`config.mk`:
```
export PLATFORM = sky130hd
export DESIGN_NAME = fmofo_ctrl
export DESIGN_NICKNAME = d
export VERILOG_FILES = /design/src/sv/fmofo_pkg.sv /design/src/sv/fmofo_ctrl.sv
export SDC_FILE = /design/constraint.sdc
export NUM_CORES = 1
export LEC_CHECK = 0
export BUFFER_PORTS_ARGS = -buffer_cell sky130_fd_sc_hd__buf_2
export CORE_AREA = 2 2 39 41
export CTS_CLUSTER_DIAMETER = 100
export CTS_CLUSTER_SIZE = 10
export DETAILED_ROUTE_END_ITERATION = 10
export DIE_AREA = 0 0 41 43
export GPL_ROUTABILITY_DRIVEN = 0
export HOLD_SLACK_MARGIN = 0.12
export MAX_ROUTING_LAYER = met4
export PLACE_DENSITY_LB_ADDON = 0.08
export SLEW_MARGIN = 20
export SYNTH_ARGS = -nofsm -noshare
export SYNTH_HDL_FRONTEND = slang
export SYNTH_SLANG_ARGS = --single-unit
```
`constraint.sdc`:
```
create_clock -name i_clk -period 1.73 [get_ports i_clk]
set_clock_uncertainty 0.1 [all_clocks]
set_input_delay 0.346 -clock i_clk [delete_from_list [all_inputs] [get_ports i_clk]]
set_output_delay 0.346 -clock i_clk [all_outputs]
set_load 0.005 [all_outputs]
```
`src/sv/fmofo_pkg.sv`:
```
// ----------------------------------------------------------------------------
// fmofo_pkg
// Shared types and constants for the FM operator with feedback.
// ----------------------------------------------------------------------------
package fmofo_pkg;

    localparam int TABLE_BITS_DEF = 12;

    localparam logic OP_TICK = 1'b0;
    localparam logic OP_LOAD = 1'b1;

    localparam int SINE_W = 16;

    typedef struct packed {
        logic        op;
        logic [31:0] pitch_increment;
        logic [12:0] fm_cv;
        logic [11:0] fm_knob;
        logic [12:0] pm_cv;
        logic [11:0] pm_knob;
        logic [12:0] fb_cv;
        logic [11:0] fb_knob;
        logic        sync_in;
        logic [11:0] table_index;
        logic [15:0] table_value;
    } t_in_item;

    typedef struct packed {
        logic [15:0] out_feedback;
        logic [15:0] out_fm_pm;
        logic        sync_out;
        logic        heartbeat;
    } t_out_item;

    // controller -> datapath
    typedef struct packed {
        logic capture;    // tick request taken: latch controls, apply sync
        logic load_wr;    // load request taken: write sine entry
        logic phase_add;
        logic rd_base;
        logic mul_fb;
        logic rd_a;
        logic rd_b;
        logic out_load;
    } t_dp_cmd;

    // datapath -> controller
    typedef struct packed {
        logic out_free;
    } t_dp_sts;

endpackage

```
`src/sv/fmofo_ctrl.sv`:
```
// ----------------------------------------------------------------------------
// fmofo_ctrl
// Sequencer: steps one tick through phase update, three sine reads with the
// feedback multiply between the first two, and result hand-off. Load requests are taken without leaving idle.
// ----------------------------------------------------------------------------
module fmofo_ctrl (
    input  logic               i_clk,
    input  logic               i_rst_n,
    input  logic               i_in_valid,
    input  logic               i_in_op,
    output logic               o_in_ready,
    input  fmofo_pkg::t_dp_sts i_sts,
    output fmofo_pkg::t_dp_cmd o_cmd
);
    import fmofo_pkg::*;

    typedef enum logic [6:0] {
        S_IDLE  = 7'b0000001,
        S_PHASE = 7'b0000010,
        S_RD_I  = 7'b0000100,
        S_MUL   = 7'b0001000,
        S_RD_A  = 7'b0010000,
        S_RD_B  = 7'b0100000,
        S_DONE  = 7'b1000000
    } t_state;

    t_state r_state;
    t_state n_state;
    logic   in_acc;

    assign o_in_ready = (r_state == S_IDLE);
    assign in_acc     = i_in_valid && o_in_ready;

    always_comb begin
        n_state = r_state;
        o_cmd   = '0;
        case (r_state)
            S_IDLE: begin
                if (in_acc) begin
                    if (i_in_op == OP_LOAD) begin
                        o_cmd.load_wr = 1'b1;
                    end else begin
                        o_cmd.capture = 1'b1;
                        n_state       = S_PHASE;
                    end
                end
            end
            S_PHASE: begin
                o_cmd.phase_add = 1'b1;
                n_state         = S_RD_I;
            end
            S_RD_I: begin
                o_cmd.rd_base = 1'b1;
                n_state       = S_MUL;
            end
            S_MUL: begin
                o_cmd.mul_fb = 1'b1;
                n_state      = S_RD_A;
            end
            S_RD_A: begin
                o_cmd.rd_a = 1'b1;
                n_state    = S_RD_B;
            end
            S_RD_B: begin
                o_cmd.rd_b = 1'b1;
                n_state    = S_DONE;
            end
            S_DONE: begin
                // hold until the result register is free
                if (i_sts.out_free) begin
                    o_cmd.out_load = 1'b1;
                    n_state        = S_IDLE;
                end
            end
            default: begin
                n_state = S_IDLE;
            end
        endcase
    end

    always_ff @(posedge i_clk) begin
        if (!i_rst_n) begin
            r_state <= S_IDLE;
        end else begin
            r_state <= n_state;
        end
    end

endmodule

```
======== Word-level counts from Yosys, hierarchy flattened ========
Cells that the tools add are included.
cells by class
  mux-type cells .......................... 15
  equal/unequal tests ..................... 10
  reduce and logical (&&, ||, !) cells .... 2
operators with widths
  kind                                                              number
  7-bit case mux with 7 select lines                                1
  7-bit 2-to-1 mux                                                  3
  1-bit 2-to-1 mux                                                  9
  7-bit by 1-bit == test with 1-bit output (second input constant)  1
  7-bit by 2-bit == test with 1-bit output (second input constant)  1
  7-bit by 3-bit == test with 1-bit output (second input constant)  1
  7-bit by 4-bit == test with 1-bit output (second input constant)  1
  7-bit by 5-bit == test with 1-bit output (second input constant)  1
  7-bit by 6-bit == test with 1-bit output (second input constant)  1
  7-bit == test (second input constant)                             1
  2-bit 2-to-1 mux                                                  2
  2-bit != test (second input constant)                             2
  3-bit AND reduction                                               1
  2-bit by 1-bit != test with 1-bit output (second input constant)  1
  1-bit logical AND                                                 1
word-level totals
  register bits after elaboration ......... 7
  output and inout port bits .............. 9

======== Logic depth before layout (Yosys ltp) ========
  depth after elaboration ................. 4
  mapped depth ............................ 5

======== Worst setup path after synthesis ========
Ideal clock, no wire load.
  path kind ............................... flip-flop to output port
  start ................................... register r_state[2]
  end ..................................... output port o_cmd[5] (netlist bit)
  arrival ................................. 1,390 ps
  data required time ...................... 1,284 ps
  slack ................................... -106 ps
  stages on the path, launching flop included .. 5
  path through ............................ dfxtp_1 or3_1 buf_2 or4_4 inv_1
RTL lines
  element                 RTL line          text
  from (decl)             fmofo_ctrl.sv:27  t_state r_state;
  from (signal assigned)  fmofo_ctrl.sv:85  r_state <= n_state;
  to (decl)               fmofo_ctrl.sv:13  output fmofo_pkg::t_dp_cmd o_cmd

==> reports/qor.csv <==
stage,metric,value,unit
die,Ports,14,
run_status,failing checks,negative setup slack,
hold_path,min-delay src,i_rst_n,
setup_path,Worst Path Max Fanout,3,
finish,# diodes,0,
finish,number of flip-flops in the largest register,7,
finish,Regs by FF count,r_state: 7 flops,
hold_path,Worst Hold Path EP,r_state[6]$_SDFFE_PN0P_,
timing,worst setup margin,-0.3820,ns
timing,Rel. slew slack,0.8319,
power,Flop pwr share,0.412,
global_routing,vias in the first global route,446,
run_status,status,finished with violations,
route,drt first-iter violations,6,
clock_network,"Reg clk slew, reported paths",0.05,ns
yosys,post-synthesis adder-cell area fraction,0,
finish,NumNets Final,91,
finish,Largest Register,r_state,
route,DR vias/cell,4.782,
setup_path,crit path DAT,1.67,ns
clock_network,cts hold-fix bufs,0,
job,max_cap viols,0,
clock_network,clk sink count,7,
yosys,mapped cell area,399.1,um^2
global_routing,first-pass GRT wire length,1.738,mm
yosys,Post-Syn Area per Cell,9.282,um^2
yosys,post-synthesis simple-gate area fraction,0.4702,
timing,hold slack,0.2552,ns
yosys,Mapped Nets,48,
setup_path,Reg-to-Reg Start,r_state[5]$_SDFFE_PN0P_,
setup_path,critical path type,reg2out,
yosys,Post-synth EDFFs,0,
route,DR DRC count,0,
power,internal power,0.3093,mW
timing,Setup-failing EPs final,10,
timing,Fin. Hold Viols,0,
power,clock share of power,0.355,
power,pwr dens,491.7,nW/um^2
timing,RSZ-0062 raised after global routing,true,
route,DR WL/cell,10.94,um
power,switch share,0.2383,
clock_network,H-tree levels,1,
power,NetSw,0.09674,mW
place,placed cell area,630.6,um^2
yosys,mux contribution to synthesized area,0,
clock_network,Num CTS Buffers,3,
yosys,post-synthesis sequential area ratio,0.3511,
die,Core Box Area,1384,um^2
place,Port-buffer cells,13,
setup_path,path depth of the worst reg2reg path,6,
place,dpl hpwl,757.2,um
die,Die X-Extent,41,um
route,Post-DRT Antenna Nets,0,
yosys,yosys warns,0,
yosys,Synth Instances,43,
setup_path,CP required,1.28,ns
finish,fin util,0.5967,
timing,Slew @ Worst Pin,0.2517,ns
setup_path,R2R setup slack,-0.02,ns
timing,fin crit period,2.112,ns
hold_path,hold depth,3,
clock_network,root buf cell,clkbuf_4,
clock_network,CTS tree,done,
yosys,#FFs+latches synth,7,
yosys,unique cell type count in the Yosys netlist,25,
global_routing,initial antenna violation count,0,
clock_network,Clock Path Buffers,2,
global_routing,Congestion Overflow GR,0,
route,DRT Pass-1 Iters,2,
yosys,largest family of logic cells by synthesized area,simple AND/OR/NAND/NOR gates,
setup_path,kind of end point of the critical path,primary output,
yosys,"Top FF cell, synth",dfxtp_1,
finish,Filler cells,127,
yosys,asr flop ratio synth,0,
die,DIE HEIGHT,43,um
finish,layout cells sized above 1,0.7412,
power,Peak VDD IR,0.3074,mV
power,Lkg Pwr,0.3788,nW
setup_path,CP Launch Type,flip-flop,
yosys,Synth Area in XOR/XNOR,0.02194,
die,Starting Density,0.2884,
route,final WL,1.105,mm
yosys,Compound-Gate Fraction of Synth Area,0.1160,
timing,maximum clock frequency,473.5,MHz
global_routing,largest net degree at the start of global routing,7,
die,die area,1763,um^2
finish,Layout area overhead,106.9,%
clock_network,clock latency on the worst-skew pair,0.25,ns
route,vias,483,
finish,post-route cell area,825.8,um^2
timing,fin. max-slew vios,0,
setup_path,r2r endpoint,r_state[0]$_SDFFE_PN1P_,
hold_path,min-delay worst type,in2reg,
die,row cnt,14,
timing,"Period Utilization, post-route",1.221,
global_routing,GRT Total Usage,0.1504,
power,Logic pwr share,0.233,
[cell usage after synthesis (all sizes together) (2+ instances only)]
master	number	area share
dfxtp	7	0.35
nor2	3	0.028
nor4	4	0.078
nand2b	2	0.031
nor3b	3	0.056
inv	3	0.028
and3	4	0.063
[cell type report]
type	count	area [um^2]	share of cell area
inverters	3	13.76	0.01667
repair buffers	39	310.3	0.3758
well taps	16	20.02	0.02424
multi-input cells	32	312.8	0.3788
clock buffers	4	26.28	0.03182
flip-flops and latches	7	142.6	0.1727
[logic make-up (layout without fill, tap and decap cells)]
group	after synthesis	count (layout)
DFF	7	7
AOI/OAI and AO/OA	5	5
and+or+nand+nor	26	26
xor gates and xnor gates	1	1
buffers and inverters	4	46
[timing repair]
item	CTS	global route
gates cloned	0	0
pin swaps	5	1
resized for setup	11	12
endpoints found under the hold margin	0	0
setup buffers	5	2
setup endpoints to repair	11	13
[critical path, stage by stage, from the launching register on]
cell and delay, ns:
dfxtp_2 0.31, or4b_4 0.54, or2_4 0.26, inv_4 0.06, and3_1 0.14, buf_2 0.10
[placed cells by master (no fill, tap or decap), drive strengths merged]
cell type and n:
a2111o 1, a41o 1, and2 1, and3 4, and4bb 1, buf 39, clkbuf 4, dfxtp 7
inv 3, nand2b 2, nand3b 1, nor2 3, nor2b 1, nor3 1, nor3b 3, nor4 4
o211ai 1, o21ai 1, o31ai 1, or2 1, or3 1, or3b 1, or4 1, or4b 1
xor2 1
[worst max path at each step]
stage / depth (start not counted) / start / endpoint / slack, ns
after detailed placement: 5 / r_state[5]$_SDFFE_PN0P_ / o_cmd[6] / -0.12
after CTS: 5 / r_state[5]$_SDFFE_PN0P_ / o_cmd[6] / -0.40
after floorplan: 4 / r_state[4]$_SDFFE_PN0P_ / o_cmd[5] / -0.05
after global placement: 5 / r_state[5]$_SDFFE_PN0P_ / o_cmd[6] / -0.10
after global routing: 5 / r_state[5]$_SDFFE_PN0P_ / o_cmd[6] / -0.44
final: 5 / r_state[5]$_SDFFE_PN0P_ / o_cmd[6] / -0.38
[through the flow]
| step | setup WS, ns | setup TNS [ns] | power (mW) | std cells |
|---|---|---|---|---|
| final | -0.3820 | -2.287 | 0.4060 | 101 |
| after global routing | -0.4361 | -3.022 | 0.4347 | 101 |
| after CTS | -0.3980 | -2.803 | 0.3933 | 99 |
| after detailed placement | -0.1187 | -0.3103 | 0.2351 | 90 |
| after global placement | -0.1016 | -0.3194 | 0.2354 | 90 |
| after floorplan | -0.04777 | -0.08941 | 0.2025 | 43 |
[metal layers]
| layer | global-route usage | share of wire | wire, um |
|---|---|---|---|
| met5 | - | 0 | 0 |
| met1 | 0.1613 | 0.42 | 463 |
| met4 | 0.08000 | 0.0072 | 8 |
| met3 | 0.04712 | 0.038 | 42 |
| met2 | 0.2344 | 0.54 | 592 |
[power by group through the flow]
stage          combinational, mW  sequential [mW]  clock (mW)
2_1_floorplan             0.0290            0.174           0
4_1_cts                   0.0752            0.167       0.151
3_3_place_gp              0.0646            0.171           0
6_report                  0.0946            0.167       0.144
5_1_grt                    0.101            0.167       0.167
3_5_place_dp              0.0645            0.171           0
Note: power is estimated with default switching activity, not from simulation.
